--- src/rtl/core/tlpt_pkg.sv ---
// ----------------------------------------------------------------------------
// tlpt_pkg
// Shared types and constants of the two-level page table engine.
// ----------------------------------------------------------------------------
package tlpt_pkg;

  localparam int unsigned PoolTablesDefault = 16;
  localparam int unsigned EntryCount        = 1024;
  localparam int unsigned IdxW              = 10;

  localparam logic [1:0] OpMap       = 2'd0;
  localparam logic [1:0] OpUnmap     = 2'd1;
  localparam logic [1:0] OpTranslate = 2'd2;
  localparam logic [1:0] OpCheck     = 2'd3;

  localparam logic [2:0] StOk        = 3'd0;
  localparam logic [2:0] StDirAbsent = 3'd1;
  localparam logic [2:0] StPgAbsent  = 3'd2;
  localparam logic [2:0] StPoolEmpty = 3'd3;
  localparam logic [2:0] StNotUser   = 3'd4;
  localparam logic [2:0] StWraps     = 3'd5;

  localparam int unsigned FlagPresent  = 0;
  localparam int unsigned FlagWritable = 1;
  localparam int unsigned FlagUser     = 2;

  typedef struct packed {
    logic [1:0]  operation;
    logic [31:0] virt_addr;
    logic [31:0] phys_addr;
    logic [11:0] page_flags;
    logic [31:0] range_length;
  } req_t;

  typedef struct packed {
    logic [2:0]  status;
    logic [31:0] phys_result;
  } rsp_t;

  // classified command between front and back
  typedef struct packed {
    logic [1:0]  operation;
    logic        zero_len;   // range check with nothing to walk
    logic        wraps;      // range passes top of space
    logic [19:0] first_page;
    logic [19:0] last_page;
    logic [31:0] entry;      // new table entry for map
    logic        user;       // user bit for new directory entry
    logic [11:0] low;
  } cmd_t;

endpackage

--- src/rtl/core/tlpt_front.sv ---
// ----------------------------------------------------------------------------
// tlpt_front
// Accepts request beats, classifies them and queues commands for the back end.
// ----------------------------------------------------------------------------
module tlpt_front import tlpt_pkg::*; (
  input  logic  clk_i,
  input  logic  rst_ni,
  input  logic  push_i,
  output logic  full_o,
  input  req_t  req_i,
  output logic  cmd_valid_o,
  input  logic  cmd_take_i,
  output cmd_t  cmd_o
);

  localparam int unsigned Depth = 2;

  cmd_t       fifo_q [Depth];
  logic       wr_q, rd_q;
  logic [1:0] cnt_q;
  cmd_t       cmd_n;
  logic [32:0] end_ex;
  logic [31:0] last_addr;

  // classification
  always_comb begin
    end_ex    = {1'b0, req_i.virt_addr} + {1'b0, req_i.range_length};
    last_addr = end_ex[31:0] - 32'd1;
    cmd_n.operation  = req_i.operation;
    cmd_n.zero_len   = (req_i.range_length == 32'd0);
    cmd_n.wraps      = (end_ex > 33'h1_0000_0000);
    cmd_n.first_page = req_i.virt_addr[31:12];
    cmd_n.last_page  = last_addr[31:12];
    cmd_n.entry      = {req_i.phys_addr[31:12], req_i.page_flags};
    cmd_n.user       = req_i.page_flags[FlagUser];
    cmd_n.low        = req_i.virt_addr[11:0];
  end

  assign full_o      = (cnt_q == 2'(Depth));
  assign cmd_valid_o = (cnt_q != 2'd0);
  assign cmd_o       = fifo_q[rd_q];

  // command queue
  always_ff @(posedge clk_i or negedge rst_ni) begin
    if (!rst_ni) begin
      wr_q  <= 1'b0;
      rd_q  <= 1'b0;
      cnt_q <= 2'd0;
    end else begin
      if (push_i && !full_o) begin
        wr_q <= ~wr_q;
      end
      if (cmd_take_i && cmd_valid_o) begin
        rd_q <= ~rd_q;
      end
      cnt_q <= cnt_q + 2'(push_i && !full_o) - 2'(cmd_take_i && cmd_valid_o);
    end
  end

  always_ff @(posedge clk_i) begin
    if (push_i && !full_o) begin
      fifo_q[wr_q] <= cmd_n;
    end
  end

endmodule

--- config.mk ---
export PLATFORM = sky130hd
export DESIGN_NAME = tlpt_front
export DESIGN_NICKNAME = d
export VERILOG_FILES = /design/src/rtl/core/tlpt_pkg.sv /design/src/rtl/core/tlpt_front.sv
export SDC_FILE = /design/constraint.sdc
export NUM_CORES = 1
export LEC_CHECK = 0
export ABC_AREA = 1
export ABC_CLOCK_PERIOD_IN_PS = 8900
export BUFFER_PORTS_ARGS = -buffer_cell sky130_fd_sc_hd__buf_4
export CAP_MARGIN = 25
export CORE_MARGIN = 2
export CORE_UTILIZATION = 35
export CTS_CLUSTER_SIZE = 20
export DETAILED_ROUTE_END_ITERATION = 6
export GPL_ROUTABILITY_DRIVEN = 0
export PLACE_DENSITY = 0.66
export SETUP_SLACK_MARGIN = 0.15
export SLEW_MARGIN = 20
export SYNTH_ARGS = -nofsm -noshare
export SYNTH_HDL_FRONTEND = slang
export SYNTH_SLANG_ARGS = --single-unit
--- constraint.sdc ---
create_clock -name clk_i -period 8.9 [get_ports clk_i]
set_input_delay 0.445 -clock clk_i [delete_from_list [all_inputs] [get_ports clk_i]]
set_output_delay 0.445 -clock clk_i [all_outputs]
set_load 0.05 [all_outputs]
Yosys cells after proc, flatten, opt, wreduce, memory -nomap -nowiden
Memory sizes are Yosys's and may differ from the RTL's.
Index checks and enable logic that the tools add are counted.
- memories: 1
- memory bits (writable): 178
- input bits: 114
- register bits: 4
- add/subtract/negate cells: 4
- bitwise gates (word level): 2
- reductions and logical operators: 5
- equal/unequal tests: 1
- multiplexer cells: 2
- $lt $le $gt $ge: 1
- memories (name ; words ; bits a word ; rd ports ; clocked after memory_dff ; write ports ; RTL line ; source):
    fifo_q ; 2 ; 89 ; 1 ; 0 ; 1 ; tlpt_front.sv:18 ; cmd_t fifo_q [Depth];
- operators with widths (operator ; number):
    adder 32 x 32 -> 33 bit ; 1
    > comparator 33 bit, second input constant ; 1
    zero test 32 bit ; 1
    subtractor 32 x 1 -> 32 bit, second input constant ; 1
    adder 2 x 1 -> 2 bit ; 1
    == test 2 bit, second input constant ; 1
    logical AND 1 bit ; 2
    two-way mux 1 bit ; 2
    inverter 1 bit ; 2
    nonzero test 2 bit ; 1
    subtractor 2 x 1 -> 2 bit ; 1
    zero test 1 bit ; 1

Longest topological paths before layout
- depth after elaboration: 5
- depth in mapped cells: 19
- depth with buffers taken out: 19

Worst setup path before layout
Ideal clock, no wire load.
- kind: input port to flip-flop
- from: input push_i
- to: memory fifo_q[0][0] (netlist name), enable pin
- arrival: 4.316 ns
- setup time: 0.536 ns
- slack: 4.048 ns
- stages on the path: 2
- cells stage by stage: o21ai_0 -> nor2_1
- word-level cells in the longest chain between the ends: 3
- RTL lines (what ; RTL line ; source):
    start: declaration ; tlpt_front.sv:8 ; input logic push_i,
    logical AND 1 bit ; tlpt_front.sv:61 ; if (push_i && !full_o) begin
    two-way mux 1 bit ; tlpt_front.sv:61 ;
    two-way mux 1 bit (not written as such) ; tlpt_front.sv:62 ; fifo_q[wr_q] <= cmd_n;
    end: declaration ; tlpt_front.sv:18 ;
No other way between the ends.

Worst setup path in the final report
- from: register cnt_q[1]
- to: memory fifo_q[1][40] (netlist name), enable pin
- word-level cells in the longest chain between the ends: 5
- RTL lines (what ; RTL line ; source):
    start: declaration ; tlpt_front.sv:20 ; logic [1:0] cnt_q;
    start signal: assignment ; tlpt_front.sv:56 ; cnt_q <= cnt_q + 2'(push_i && !full_o) - 2'(cmd_take_i && cmd_valid_o);
    == test 2 bit ; tlpt_front.sv:39 ; assign full_o = (cnt_q == 2'(Depth));
    zero test 1 bit ; tlpt_front.sv:61 ;
    logical AND 1 bit ; tlpt_front.sv:61 ;
    two-way mux 1 bit ; tlpt_front.sv:61 ;
    two-way mux 1 bit (not written as such) ; tlpt_front.sv:62 ;
No other way between the ends.

==> run metrics <==
pin count of the biggest net entering global routing just under 90; sequential-to-total area share from yosys stat between 50% and 60%; # resized after CTS 0; drt wl/cell around 14 um; syn avg cell area 8.30 um2; core area 27,800 um2; PwrDens 317 nW/um2; peak supply drop 0.148 mV; Cells after Synth between 1,000 and 1,500; Critical Path End Type register; Detailed Route Iter0 Violations 586; CTS tree built; crit path kind register to register; Fmax 356 MHz; max-slew violation count 0; Simple-Gate Fraction of Synth Area roughly 32%; fillcell total approximately 2,700; final worst-path cycle share 31.6%; top-level I/O count slightly above 200; Final Skew 0.0146 ns; final period demand of the worst path roughly 2.8 ns; max-cap viol count 0; Final setup viols 0; post-synthesis compound-gate area fraction around 1.4%; Vias approximately 8,000; cell area after synthesis 9860 um2; final setup TNS 0 ns; CTS Buf Count 17; max incr delay on CP roughly 0.83 ns; main combinational cell family by area after synthesis simple AND/OR/NAND/NOR gates; Overflow after GRT 0; Starting Density between 30% and 40%; XOR/XNOR Fraction of Synth Area less than 1%; Die Width between 150 and 200 um; all-layer global routing usage roughly 17%; Synth cell types 31; first-pass GRT wire length slightly below 40 mm; site row count between 60 and 70; initial antenna violation count 0; CTS Root Cell clkbuf_16; PortBufs between 150 and 200; H-tree depth 4; Slowest-stage cell, CP nor2_4; area delta synth->final 25.3%; post-synthesis mux area share 0%; relative slew slack between 30% and 40%; WL final 25.0 mm; clock sinks 180; Yosys warnings 0; die area slightly below 30,000 um2; post-synthesis register bit count 180; final hold viol count 0; RSZ-0062 raised after global routing false; number of global-route vias before repair ~7,600; Die Y-Extent 172 um; net count reported at finish 1,533; Top FF cell, synth edfxtp_1; post-synth net total ~1,300; CTS clk-pin slew, worst paths 0.08 ns; most frequent cell after synthesis nand2_1; WP data required between 8 and 9 ns; DR vias/cell ~4.6; synth cell count leaders 588 x nand2_1, 176 x edfxtp_1, 137 x inv_1; detailed-router iteration count before antenna repair 5; clk_lat worst skew 0.43 ns; Antenna diodes 0; EDFF count, synth 176; worst path cell trace inv_1 > o21ai_0 > nor2_4 > buf_4; CP Launch Type register; Routed Antenna Nets 0; Data arrival, critical path between 2 and 3 ns; critical path fanouts, max 59; Final WS setup around 6.1 ns; # DRC 0; Worst Max-Slew Pin Slew 1.01 ns; outcome finished clean; CTS Buffer Depth 2; area leader, netlist edfxtp_1; layout cells sized above 1 20.7%; Lkg Pwr 0.00596 uW; top cells by area, synth edfxtp_1 54%, nand2_1 22%, inv_1 5.2%; FFs w/ async S/R, synth 2.22%; Worst Hold Class input pin to register; Synth top area share 53.6%; adder-cell share of the synthesized area ~4.5%; HPWL after detailed placement roughly 19 mm; Setup WS pre-CTS roughly 6 ns
==> sequential cells by signal (all words and copies together), names as in the netlist <==
signal and cells:
cnt_q 2, fifo_q 176, rd_q 1, wr_q 1
==> critical path: cells and delay by family, from the launching register on <==
| kind | cells | cell delay, ns |
|---|---|---|
| compound gates | 1 | 0.29 |
| buf+inv | 2 | 0.87 |
| simple gates | 1 | 0.83 |
| flops | 1 | 0.38 |
==> metrics by stage <==
stage / power (uW) / std cells / instance area (um2) / hold WS [ns] / util [%]
after CTS: 3960 / 1775 / 12400 / 0.161 / 44.5
after global routing: 4130 / 1775 / 12400 / 0.167 / 44.5
after floorplan: 2620 / 1188 / 9860 / 0.149 / -
final: 3920 / 1775 / 12400 / 0.196 / 44.5
after detailed placement: 3220 / 1742 / 11800 / 0.248 / 42.3
after global placement: 3190 / 1741 / 11700 / 0.246 / 42.2
==> placed cells by master, fill, tap and decap left out, drive strengths merged, types with 8 or more instances in the layout <==
master / Yosys / routed
inv: 152 / 161
ha: 34 / 34
a21oi: 15 / 15
nand4: 12 / 12
clkbuf: 17 / 17
edfxtp: 176 / 176
buf: 4 / 197
nor4: 8 / 8
nor2: 81 / 81
nand3b: 8 / 8
nand2: 603 / 603
nand3: 48 / 48
==> cell families (layout without fill, tap and decap cells) <==
kind of cell             count (synthesis)  count (layout)
AO/OA/AOI/OAI                           25              25
AND/OR/NAND/NOR                        768             768
adder cells (fa/ha/maj)                 35              35
XOR/XNOR                                 6               6
flip-flops                             180             180
buffers and inverters                  174             383
==> path summary, 6_finish.rpt <==
path	from	slack [ns]	depth (start not counted)	to
max	cnt_q[1]	6.09	4	fifo_q[1][40]
min	req_i[43]	0.20	1	fifo_q[1][24]
max reg2reg	cnt_q[1]	6.09	4	fifo_q[1][40]
min reg2reg	cnt_q[0]	0.56	1	cnt_q[0]
max in group asynchronous	rst_ni	8.44	2	rd_q
min in group asynchronous	rst_ni	0.34	2	rd_q
==> cell type report <==
| class | count | area [um2] | share of cell area (%) |
|---|---|---|---|
| clock buffer | 17 | 425 | 3.44 |
| sequential | 180 | 5390 | 43.6 |
| multi-input combinational | 834 | 3830 | 31.0 |
| clock inverter | 15 | 158 | 1.28 |
| tap | 378 | 473 | 3.83 |
| timing repair buffer | 198 | 1510 | 12.2 |
| inverter | 153 | 574 | 4.65 |
==> report_power, final <==
| part | leakage [uW] | internal (uW) | switching (uW) |
|---|---|---|---|
| clock | 0.000289 | 377 | 361 |
| sequential | 0.00168 | 1170 | 42.3 |
| combinational | 0.00399 | 507 | 1460 |
| total | 0.00596 | 2060 | 1860 |
==> timing repair <==
action / 4_1_cts / 5_1_grt
endpoints found under the hold margin: 4 / 0
buffers inserted: 0 / 0
hold buffers: 1 / 0
==> per-layer routing <==
layer / vias up / share of wire (%) / global-route usage (%)
met3: 35 / 5.1 / 2.84
met5: - / 0 / 0
met1: 3683 / 44 / 22.2
met4: 0 / 1.9 / 5.59
li1: 4155 / - / -
met2: 210 / 49 / 29.2
Power figures use the tool's default switching activity.
